===== config.mk =====
export PLATFORM = sky130hd
export DESIGN_NAME = mpsm_result_buf
export DESIGN_NICKNAME = d
export VERILOG_FILES = /design/src/hw/rtl/assert_macros.svh /design/src/hw/rtl/mpsm_pkg.sv /design/src/hw/rtl/mpsm_result_buf.sv
export SDC_FILE = /design/constraint.sdc
export NUM_CORES = 1
export LEC_CHECK = 0
export CAP_MARGIN = 10
export CELL_PAD_IN_SITES_DETAIL_PLACEMENT = 0
export CELL_PAD_IN_SITES_GLOBAL_PLACEMENT = 1
export CORE_MARGIN = 2
export CORE_UTILIZATION = 40
export DETAILED_ROUTE_END_ITERATION = 6
export DONT_BUFFER_PORTS = 1
export GPL_TIMING_DRIVEN = 0
export PLACE_DENSITY_LB_ADDON = 0.1
export SLEW_MARGIN = 20
export SYNTH_ARGS = -nofsm -noshare
export SYNTH_HDL_FRONTEND = slang
export SYNTH_SLANG_ARGS = --single-unit
export TNS_END_PERCENT = 20

===== constraint.sdc =====
create_clock -name clk -period 1.5 [get_ports clk]
set_input_delay 0 -clock clk [delete_from_list [all_inputs] [get_ports clk]]
set_output_delay 0 -clock clk [all_outputs]
set_load 0.03 [all_outputs]

===== src/hw/rtl/assert_macros.svh =====
// assertion helpers for the matcher
`ifndef ASSERT_MACROS_SVH
`define ASSERT_MACROS_SVH
// clocked implication check, reset disabled
`define CHK_IMPL(label, clk, rst, a, b, msg) \
  label: assert property (@(posedge clk) disable iff (rst) (a) |-> (b)) else $error(msg);
// next-cycle implication check
`define CHK_NEXT(label, clk, rst, a, b, msg) \
  label: assert property (@(posedge clk) disable iff (rst) (a) |=> (b)) else $error(msg);
`endif


===== src/hw/rtl/mpsm_pkg.sv =====
`timescale 1ns / 1ps
// ----------------------------------------------------------------------------
// mpsm_pkg
// types and request codes of the multi-pattern string matcher
// ----------------------------------------------------------------------------
package mpsm_pkg;
  localparam logic [1:0] REQ_PATTERN = 2'd0;
  localparam logic [1:0] REQ_BUILD   = 2'd1;
  localparam logic [1:0] REQ_TEXT    = 2'd2;
  localparam logic STATUS_MATCH  = 1'b0;
  localparam logic STATUS_REJECT = 1'b1;

  typedef struct packed {
    logic [1:0] req_type;
    logic [4:0] symbol;
    logic       pattern_end;
  } mpsm_in_t;

  typedef struct packed {
    logic        status;
    logic [3:0]  pattern_id;
    logic [31:0] text_position;
    logic        last_of_run;
  } mpsm_out_t;
endpackage


===== src/hw/rtl/mpsm_result_buf.sv =====
`timescale 1ns / 1ps
// ----------------------------------------------------------------------------
// mpsm_result_buf
// one-entry output register that parts the engine from the result channel
// ----------------------------------------------------------------------------
module mpsm_result_buf
  import mpsm_pkg::*;
(
  input  logic      clk,
  input  logic      rst,
  input  logic      push,
  input  mpsm_out_t push_data,
  output logic      full,
  output logic      out_valid,
  output mpsm_out_t out_data,
  input  logic      out_stall
);
  logic vld;
  mpsm_out_t data;
  assign full      = vld && out_stall;
  assign out_valid = vld;
  assign out_data  = data;
  always_ff @(posedge clk) begin
    if (rst) begin
      vld <= 1'b0;
    end else if (push) begin
      vld <= 1'b1;
    end else if (!out_stall) begin
      vld <= 1'b0;
    end
    if (push) begin
      data <= push_data;
    end
  end
endmodule


* Word-level counts from Yosys, hierarchy flattened
Cells that the tools add are included. W data, S select, Z words.
Cells by class: multiplexer cells 2, eq/ne operators 1, reduce and logical (&&, ||, !) cells 1
Operator list (number):
- $mux W1 | 2
- $ne A2 B2 Y1 const B | 1
- $logic_and A1 B1 Y1 | 1
Storage, ports and cells: register bits after elaboration 39, word-level logic and storage cells 9, input port bits 42, output and inout bits 40

* Depth between registers and ports, before layout
Gate-level depths: netlist of run 1.
depth in word-level cells 2, gate-level depth with buffers 2, mapped depth without buffers 2

* Least setup slack after synthesis of run 1
OpenSTA, ideal clock, no wires.
path type register to output, from register vld (netlist: out_valid), to output port full, cell stages (with the launch flop) 2, data arrival time 794 ps, slack 706 ps, data required time 1500 ps, path buffers 0, path through dfxtp_1 > and2_2
Between the ends: cells in the longest elaborated chain, start to end 1
Ends and longest elaborated chain:
- start, declared | RTL line mpsm_result_buf.sv:18 | logic vld;
- start signal, assigned | RTL line mpsm_result_buf.sv:25 | vld <= 1'b0;
- start signal, assigned | RTL line mpsm_result_buf.sv:27 | vld <= 1'b1;
- start signal, assigned | RTL line mpsm_result_buf.sv:29 | vld <= 1'b0;
- $logic_and A1 B1 Y1 | RTL line mpsm_result_buf.sv:20 | assign full = vld && out_stall;
- end, declared | RTL line mpsm_result_buf.sv:13 | output logic full,
No other way between the ends.

==> out/metrics.cfg, run 1 <==
[status]
status = completed

[route]
final_antenna_net_count = 0
routedWlPerCell_um = 16.8
via_count = 579
drt_first_pass_iters = 2
avgViaCountPerCell = 4.71
dr.first_iter.drc_count = 5
drc = 0
wl_um = 2070

[clock_tree]
cts_root_buffer = clkbuf_4
cts_tree = done
clk_latency_ns = 0.33
clock_path_buffers = 2
htree_levels = 2
cts.sinks = 39
clk_pin_slew_ns = 0.10
cts_buffers = 5

[placement]
gp_congestion = 0.574
place_area_um2 = 1220
port_buffers = 0
place_ws_ns = 0.675

[floorplan]
coreArea_um2 = 2780
start_util = 0.423
rows = 19
die_x_um = 58.3
die-area_um2 = 3390
die_h_um = 58.3
io_pins = 82

[global_route]
grt_usage = 0.127
antenna_found_initial = 0
grt_pass1_wl_um = 2900
grt_pass1_vias = 568
grt_overflow = 0
grt_max_degree = 39

[final_layout]
drive_gt1_frac = 0.0870
diodes = 0
multi_input_area_um2 = 16.3
final_common_cell = dlygate4sd3_1
fillers = 175
syn2layout_area_growth_pct = 44.1
layout_common_cells = dlygate4sd3_1 (41), edfxtp_1 (38), clkbuf_4 (5), clkbuf_1 (2)
final_nets = 133
ff_latch_area_um2 = 1160
design_area_um2 = 1700

[synthesis]
ys_ff_latch = 39
ys_warn_count = 0
yosysSeqAreaShare = 0.986
postSynthNetCount = 84
yosys.area.top_type = edfxtp_1
synth_top_area_share = 0.969
synth_area_um2 = 1180
ys_types = 5
yosys-top-cells-area = edfxtp_1 (97%), dfxtp_1 (1.7%), and2_2 (0.64%)
synthCells = 42
avgSynthCellArea_um2 = 28.0

[timing]
rsz0062_at_grt = no
post-route-period-util = 0.913
setup_viol = 0
hold_viol = 0
setup_tns_ns = 0
worst_pin_slew_ns = 0.367
worst_slack_ns = 0.131
finClkSkew_ns = 0
finalCriticalPeriod_ns = 1.37
report.final.slew_viol_count = 0
max-slew-margin-rel = 0.755
clock.fmax_mhz = 730

[worst_setup_path]
crit_path_start_kind = flip-flop
cp.arrival_ns = 1.65
required_ns = 1.78
critPathCaptureType = flip-flop
crit_path_max_fanout = 3
crit_type = flip-flop to flip-flop

[hold_path]
min_path_type = primary input to output pin

[pwr]
power.leakage_nw = 0.599
power_mw = 2.10
peakVddDrop_mv = 0.986
powerDensity_nw_per_um2 = 1240

[job]
max_cap_violations = 0

-- where the power goes --
group	leakage [nW]	internal, mW	switching (mW)
clock network	0.0293	0.183	0.300
logic	0.189	0.0781	0.0369
registers	0.380	1.30	0.202
total	0.599	1.56	0.539
-- layer usage --
metal | routed length (µm) | GRT usage
met5 | 0 | 0
met4 | 30 | 0.0498
met3 | 202 | 0.0804
met2 | 1130 | 0.219
met1 | 699 | 0.120
-- kinds of logic (layout without fill, tap and decap cells) --
logic type | count (synthesis) | after routing | share of synthesized area
AOI/OAI and AO/OA | 1 | 1 | 0.00425
buffers and inverters | 0 | 50 | 0
and+or+nand+nor | 2 | 2 | 0.00956
DFF | 39 | 39 | 0.986
-- path summary, 6_finish.rpt --
kind                                start        end  depth (start not counted)  slack, ns
worst max register to register  out_valid  out_valid                          3       0.13
worst min-delay path            out_stall       full                          1       0.22
worst max-delay path            out_valid  out_valid                          3       0.13
worst min register to register  out_valid  out_valid                          3       1.26
-- through the flow --
stage                     instances  hold slack [ns]  utilization
after floorplan                  42           0.0724            -
after global placement           73           0.0758        0.437
after detailed placement         73           0.0889        0.437
after CTS                       122         0.000971        0.606
after global routing            123            0.224        0.610
final                           123            0.220        0.610
-- synthesized netlist by cell type --
cell type and number:
nor2_1 1, and2_2 1, dfxtp_1 1, a21oi_1 1, edfxtp_1 38
-- area by class of cell --
type / instances / area share
repair buffers: 42 / 0.254
flip-flops and latches: 39 / 0.684
multi-input cells: 3 / 0.00959
well taps: 31 / 0.0229
clock buffers: 7 / 0.0265
clock inverters: 1 / 0.00295
-- what timing repair did --
item,in CTS,in global routing
hold buffers,41,1
buffers inserted,0,0
gates resized for setup,0,0
endpoints found under the hold margin,77,38
-- worst max-delay path, cell delays in order, from the launching register on --
cell and delay (ns):
dfxtp_1 0.55, a21oi_1 0.12, nor2_1 0.10, dlygate4sd3_1 0.54
-- state kept, by name, summed over array words and instances, names as in the netlist --
name / flops
out_data: 38
out_valid: 1
Note: power is estimated with default switching activity, not from simulation.
==> run 2: changes to the inputs <==
--- a/config.mk
+++ b/config.mk
@@ -5,16 +5,15 @@
 export SDC_FILE = /design/constraint.sdc
 export NUM_CORES = 1
 export LEC_CHECK = 0
+export BUFFER_PORTS_ARGS = -buffer_cell sky130_fd_sc_hd__buf_2
 export CAP_MARGIN = 10
 export CELL_PAD_IN_SITES_DETAIL_PLACEMENT = 0
 export CELL_PAD_IN_SITES_GLOBAL_PLACEMENT = 1
 export CORE_MARGIN = 2
-export CORE_UTILIZATION = 40
+export CORE_UTILIZATION = 33
 export DETAILED_ROUTE_END_ITERATION = 6
-export DONT_BUFFER_PORTS = 1
 export GPL_TIMING_DRIVEN = 0
 export PLACE_DENSITY_LB_ADDON = 0.1
-export SLEW_MARGIN = 20
 export SYNTH_ARGS = -nofsm -noshare
 export SYNTH_HDL_FRONTEND = slang
 export SYNTH_SLANG_ARGS = --single-unit
==> run 2 against run 1 <==
Net effect:
- total power grew 3.5%
- cell count increased by 75%
- non-clock buffer count increased by 79
- largest power group unchanged
- highest routed layer unchanged
==> out/metrics.cfg, run 2 (synthesized netlist as in run 1, its figures left out) <==
[status]
status = completed

[clock_tree]
cts_setup_buffers = 0  ; unchanged
holdBufCountCts = 40  ; -2.4%
cts.sinks = 39  ; unchanged
cts_buffers = 5  ; unchanged
clk_latency_ns = 0.33  ; about the same
cts_tree = done
cts.repair.resized = 0  ; unchanged
clk_pin_slew_ns = 0.10  ; about the same
clock_path_buffers = 2  ; unchanged
htree_levels = 2  ; unchanged
cts_root_buffer = clkbuf_4

[global_route]
grt.met2_usage = 0.258  ; +0.0387
grt_overflow = 0  ; unchanged
grt_util_met3 = 0.0563  ; -0.0240
grt-busiest-layer = met2
grt_pass1_wl_um = 4150  ; +43%
grt_max_degree = 40  ; +2.6%
grt_usage = 0.139  ; +0.0123
use_met1 = 0.140  ; +0.0197
grt_pass1_vias = 909  ; +60%
antenna_found_initial = 0  ; unchanged

[route]
routedWlPerCell_um = 12.2  ; -28%
drc = 0  ; unchanged
via_count = 868  ; +50%
wl_um = 2610  ; +26%
avgViaCountPerCell = 4.04  ; -14%
drt_first_pass_iters = 3  ; +1
dr.first_iter.drc_count = 20  ; +15
final_antenna_net_count = 0  ; unchanged

[floorplan]
die-area_um2 = 4060  ; +20%
io_pins = 82  ; unchanged
start_util = 0.347  ; -0.0759
rows = 21  ; +2
die_x_um = 63.7  ; +9.4%
coreArea_um2 = 3390  ; +22%
die_h_um = 63.7  ; +9.4%

[pwr]
p_int_mw = 1.62  ; +3.9%
swShare = 0.255  ; -0.00240
p_switching_mw = 0.552  ; +2.6%
peakVddDrop_mv = 0.613  ; -38%
p_clk_frac = 0.208  ; -0.022
comb_power_share = 0.189  ; +0.134
power.leakage_nw = 0.900  ; +50%
powerDensity_nw_per_um2 = 1040  ; -16%
p_seq_frac = 0.603  ; -0.112

[final_layout]
syn2layout_area_growth_pct = 76.8
largest_reg_flops = 38  ; unchanged
utilization = 0.614  ; +0.00426
layout_common_cells = buf_2 (81), dlygate4sd3_1 (40), edfxtp_1 (38), clkbuf_4 (5)
final_common_cell = buf_2
final_nets = 212  ; +59%
design_area_um2 = 2080  ; +23%
drive_gt1_frac = 0.515  ; +0.428
diodes = 0  ; unchanged

[timing]
max-slew-margin-rel = 0.443  ; -0.312
report.final.slew_viol_count = 0  ; unchanged
clock.fmax_mhz = 868  ; +19%
post-route-period-util = 0.768  ; -0.145
setup_tns_ns = 0  ; unchanged
rsz0062_at_grt = no
setup_viol = 0  ; unchanged
finClkSkew_ns = 0  ; unchanged
hold_viol = 0  ; unchanged
worst_slack_ns = 0.348  ; +0.217 ns
finalCriticalPeriod_ns = 1.15  ; -0.217 ns
worst_pin_slew_ns = 0.835  ; +0.469 ns

[worst_setup_path]
required_ns = 1.73  ; -0.05 ns
path_cells = a21oi_1 -> nor2_1 -> dlygate4sd3_1
crit_slowest_cell = dlygate4sd3_1
crit_type = flip-flop to flip-flop
cp_num_buf_inv = 1  ; unchanged
slowest_delay_ns = 0.54  ; about the same
cp.arrival_ns = 1.38  ; -0.27 ns
rrSetupSlack_ns = 0.35  ; +0.22 ns
crit_path_max_fanout = 3  ; unchanged
crit_path_start_kind = flip-flop
reg2regPathDepth = 3  ; unchanged
critPathCaptureType = flip-flop
critPathTopFamily = buffers and inverters
reg2reg_from = out_valid
r2r_end = out_valid

[job]
max_cap_violations = 0  ; unchanged

[hold_path]
min_path_type = primary input to flip-flop
hold_start = push
hold-path-endpoint = out_data[31]
hold_depth = 1  ; unchanged

[placement]
port_buffers = 81  ; +81
gp_congestion = 0.729  ; +27%
place_ws_ns = 0.451  ; -0.223 ns
place_area_um2 = 1640  ; +35%

-- run 2: cell count changes in the layout (fill, tap and decap cells not counted) --
cell           change
clkinv_2           -1
dlygate4sd3_1      -1
clkbuf_1           -1
buf_12             -1
buf_2             +81
-- run 2: worst max-delay path by stage --
stage                         to      start  cells after the start  slack, ns
global placement    out_data[13]       push                      1       0.48
detailed placement   out_data[3]       push                      1       0.45
floorplan                   full  out_valid                      1       0.71
global route           out_valid  out_valid                      3       0.27
finish                 out_valid  out_valid                      3       0.35
CTS                    out_valid  out_valid                      3       0.33
-- run 2: worst reg2reg max path, stage by stage, from the launching register on --
cell           delay [ns]
dfxtp_1              0.33
a21oi_1              0.13
nor2_1               0.05
dlygate4sd3_1        0.54
-- run 2: cell type report --
cell class / count / area (µm²)
well taps: 46 / 57.6
fillers: 273 / 1310
multi-input cells: 3 / 16.3
clock buffers: 6 / 41.3
flip-flops and latches: 39 / 1160
repair buffers: 121 / 806
-- run 2: through the flow --
stage	power, mW	hold slack [ns]	std cells
finish	2.17	0.321	215
global route	2.28	0.346	215
CTS	2.20	0.315	215
detailed placement	1.67	0.160	169
global placement	1.66	0.159	169
floorplan	1.52	0.0724	42
-- run 2: power groups by stage --
| stage | sequential, mW | combinational, mW | clock (mW) |
|---|---|---|---|
| final | 1.31 | 0.410 | 0.452 |
| after global routing | 1.32 | 0.433 | 0.527 |
| after CTS | 1.31 | 0.411 | 0.483 |
| after detailed placement | 1.33 | 0.331 | 0 |
| after global placement | 1.33 | 0.329 | 0 |
| after floorplan | 1.51 | 0.00530 | 0 |
-- run 2: metal layers --
metal  vias to the layer above  part of all wire
li1                        420                 -
met1                       396              0.37
met2                        49              0.55
met3                         3             0.080
met4                         0            0.0050
met5                         -                 0
==> run 3: changes to the inputs <==
--- a/config.mk
+++ b/config.mk
@@ -5,12 +5,13 @@
 export SDC_FILE = /design/constraint.sdc
 export NUM_CORES = 1
 export LEC_CHECK = 0
+export ABC_AREA = 1
 export BUFFER_PORTS_ARGS = -buffer_cell sky130_fd_sc_hd__buf_2
 export CAP_MARGIN = 10
 export CELL_PAD_IN_SITES_DETAIL_PLACEMENT = 0
 export CELL_PAD_IN_SITES_GLOBAL_PLACEMENT = 1
 export CORE_MARGIN = 2
-export CORE_UTILIZATION = 33
+export CORE_UTILIZATION = 31
 export DETAILED_ROUTE_END_ITERATION = 6
 export GPL_TIMING_DRIVEN = 0
 export PLACE_DENSITY_LB_ADDON = 0.1
==> constraint.sdc (replaced) <==
create_clock -name clk -period 1.21 [get_ports clk]
set_input_delay 0 -clock clk [delete_from_list [all_inputs] [get_ports clk]]
set_output_delay 0 -clock clk [all_outputs]
set_load 0.03 [all_outputs]
==> run 3 against run 2 <==
Net effect:
- via count fell by 0.81%
- sequential cell count unchanged
- register-to-register slack improved by 0.29 ns
- critical path type is now primary input to output pin
==> out/metrics.cfg, run 3 <==
[floorplan]
io_pins = 82  ; unchanged
rows = 22  ; +4.8%
coreArea_um2 = 3660  ; +8.0%
die_h_um = 65.7  ; +3.1%
start_util = 0.323  ; -0.0247
die-area_um2 = 4320  ; +6.4%
die_x_um = 65.7  ; +3.1%

[pwr]
powerDensity_nw_per_um2 = 1380  ; +33%
power.leakage_nw = 0.927  ; +3.0%
peakVddDrop_mv = 0.892  ; +45%

[placement]
gp_congestion = 0.666  ; -8.7%
place_ws_ns = 0.176  ; -0.276 ns
place_area_um2 = 1650  ; +0.38%
port_buffers = 81  ; unchanged

[worst_setup_path]
r2r_end = out_valid
rrSetupSlack_ns = 0.64  ; +0.29 ns
cp_num_buf_inv = 4  ; +3
crit_path_max_fanout = 2  ; -1
crit_slowest_cell = dlygate4sd3_1
slowest_delay_ns = 0.54  ; about the same
path_cells = dlygate4sd3_1 -> buf_2 -> nand2_1 -> inv_1 -> buf_2
reg2regPathDepth = 2  ; -1
critPathMostFrequentCell = buf_2
crit_path_start_kind = primary input
critPathCaptureType = output pin
crit_type = primary input to output pin
cp.arrival_ns = 0.94  ; -0.44 ns
required_ns = 1.21  ; -0.52 ns
critPathTopFamily = buffers and inverters
reg2reg_from = out_valid
path_depth = 5  ; +2

[final_layout]
final_nets = 213  ; +0.47%
utilization = 0.581  ; -0.0329
final_common_cell = buf_2
design_area_um2 = 2130  ; +2.2%
layout_common_cells = buf_2 (81), dlygate4sd3_1 (40), edfxtp_1 (38), clkbuf_8 (5)
drive_gt1_frac = 0.512  ; -0.00316
syn2layout_area_growth_pct = 80.2
largest_reg_flops = 38  ; unchanged
diodes = 0  ; unchanged

[status]
status = completed

[timing]
post-route-period-util = 0.780
whs_ns = 0.350  ; +0.0292 ns
max-slew-margin-rel = 0.469  ; +0.0262
finalCriticalPeriod_ns = 0.944
finClkSkew_ns = 0  ; unchanged
hold_viol = 0  ; unchanged
worst_pin_slew_ns = 0.796  ; -0.0392 ns
report.final.slew_viol_count = 0  ; unchanged
setup_tns_ns = 0  ; unchanged
rsz0062_at_grt = no
clock.fmax_mhz = 1060
setup_viol = 0  ; unchanged
worst_slack_ns = 0.266  ; -0.0818 ns

[route]
drt_first_pass_iters = 3  ; unchanged
dr.first_iter.drc_count = 39  ; +95%
via_count = 861  ; -0.81%
wl_um = 2490  ; -4.8%
avgViaCountPerCell = 3.91  ; -3.1%
routedWlPerCell_um = 11.3  ; -7.0%
drc = 0  ; unchanged
final_antenna_net_count = 0  ; unchanged

[global_route]
grt_pass1_vias = 829  ; -8.8%
antenna_found_initial = 0  ; unchanged
grt_max_degree = 40  ; unchanged
grt_overflow = 0  ; unchanged
grt_pass1_wl_um = 3640  ; -12%
grt_usage = 0.118  ; -0.0212

[hold_path]
hold-path-endpoint = out_data[22]
min_path_type = primary input to flip-flop
hold_depth = 1  ; unchanged
hold_start = push

[clock_tree]
cts_root_buffer = clkbuf_8
clk_latency_ns = 0.28  ; -0.05 ns
clock_path_buffers = 2  ; unchanged
htree_levels = 2  ; unchanged
cts.sinks = 39  ; unchanged
cts_buffers = 5  ; unchanged
cts_tree = done
clk_pin_slew_ns = 0.07  ; -0.03 ns
cts.repair.resized = 0  ; unchanged

[synthesis]
async_reset_ff_frac = 0  ; unchanged
ys_ff_latch = 39  ; unchanged
yosys-top-cells-area = edfxtp_1 (97%), dfxtp_1 (1.7%), a21oi_2 (0.74%)
postSynthNetCount = 85  ; +1.2%
yosys.area.top_type = edfxtp_1
synth_area_um2 = 1180  ; +0.32%
avgSynthCellArea_um2 = 27.5  ; -2.0%
ys.flop_type = edfxtp_1
synth_top_area_share = 0.966  ; -0.00308
yosysSeqAreaShare = 0.983  ; -0.00313
synth_enable_flop_cells = 38  ; unchanged
yosys-top-cells-count = edfxtp_1 (38), inv_1 (2), a21oi_2 (1), dfxtp_1 (1), nand2_1 (1)
ys_warn_count = 0  ; unchanged
synthMostInstantiatedCell = edfxtp_1
synthCells = 43  ; +2.4%
ys_types = 5  ; unchanged

[job]
max_cap_violations = 0  ; unchanged

[run 3: layout make-up]
| cell class | instances | area, µm² |
|---|---|---|
| clock buffers | 7 | 76.3 |
| flip-flops and latches | 39 | 1160 |
| repair buffers | 121 | 806 |
| well taps | 48 | 60.1 |
| clock inverters | 1 | 5.00 |
| inverters | 2 | 7.51 |
| fillers | 286 | 1530 |
| multi-input cells | 2 | 12.5 |
[run 3: routing by layer]
metal / up-vias / share of wire / track usage
met5: - / 0 / 0
met4: 0 / 0.016 / 0.0469
met3: 5 / 0.082 / 0.0377
met2: 48 / 0.54 / 0.222
met1: 384 / 0.36 / 0.119
li1: 424 / - / -
[run 3: timing repair]
item	CTS	global route
endpoints found under the hold margin	39	0
setup endpoints to repair	0	0
hold buffers	40	0
buffers inserted	0	0
[run 3: metrics by stage]
step | cells | power (mW)
detailed placement | 172 | 2.06
finish | 220 | 2.94
CTS | 220 | 2.96
global route | 220 | 3.06
global placement | 172 | 2.06
floorplan | 43 | 1.88
[run 3: how the worst max path moves through the flow]
stage              start           end  slack [ns]
4_1_cts        out_valid          full        0.27
6_report       out_stall          full        0.27
5_1_grt        out_valid          full        0.22
3_5_place_dp        push  out_data[26]        0.18
2_1_floorplan  out_valid          full        0.38
3_3_place_gp        push  out_data[26]        0.18
[run 3: power breakdown]
group / leakage, nW / switching (mW) / internal [mW]
Combinational: 0.505 / 0.307 / 0.200
Clock: 0.0422 / 0.408 / 0.404
Sequential: 0.380 / 0.0224 / 1.60
Total: 0.927 / 0.737 / 2.20
[run 3: logic make-up after synthesis]
kind of cell,count (synthesis),share of synthesized area
and+or+nand+nor,1,0.00317
buffers and inverters,2,0.00636
AOI/OAI and AO/OA,1,0.00742
DFF,39,0.983
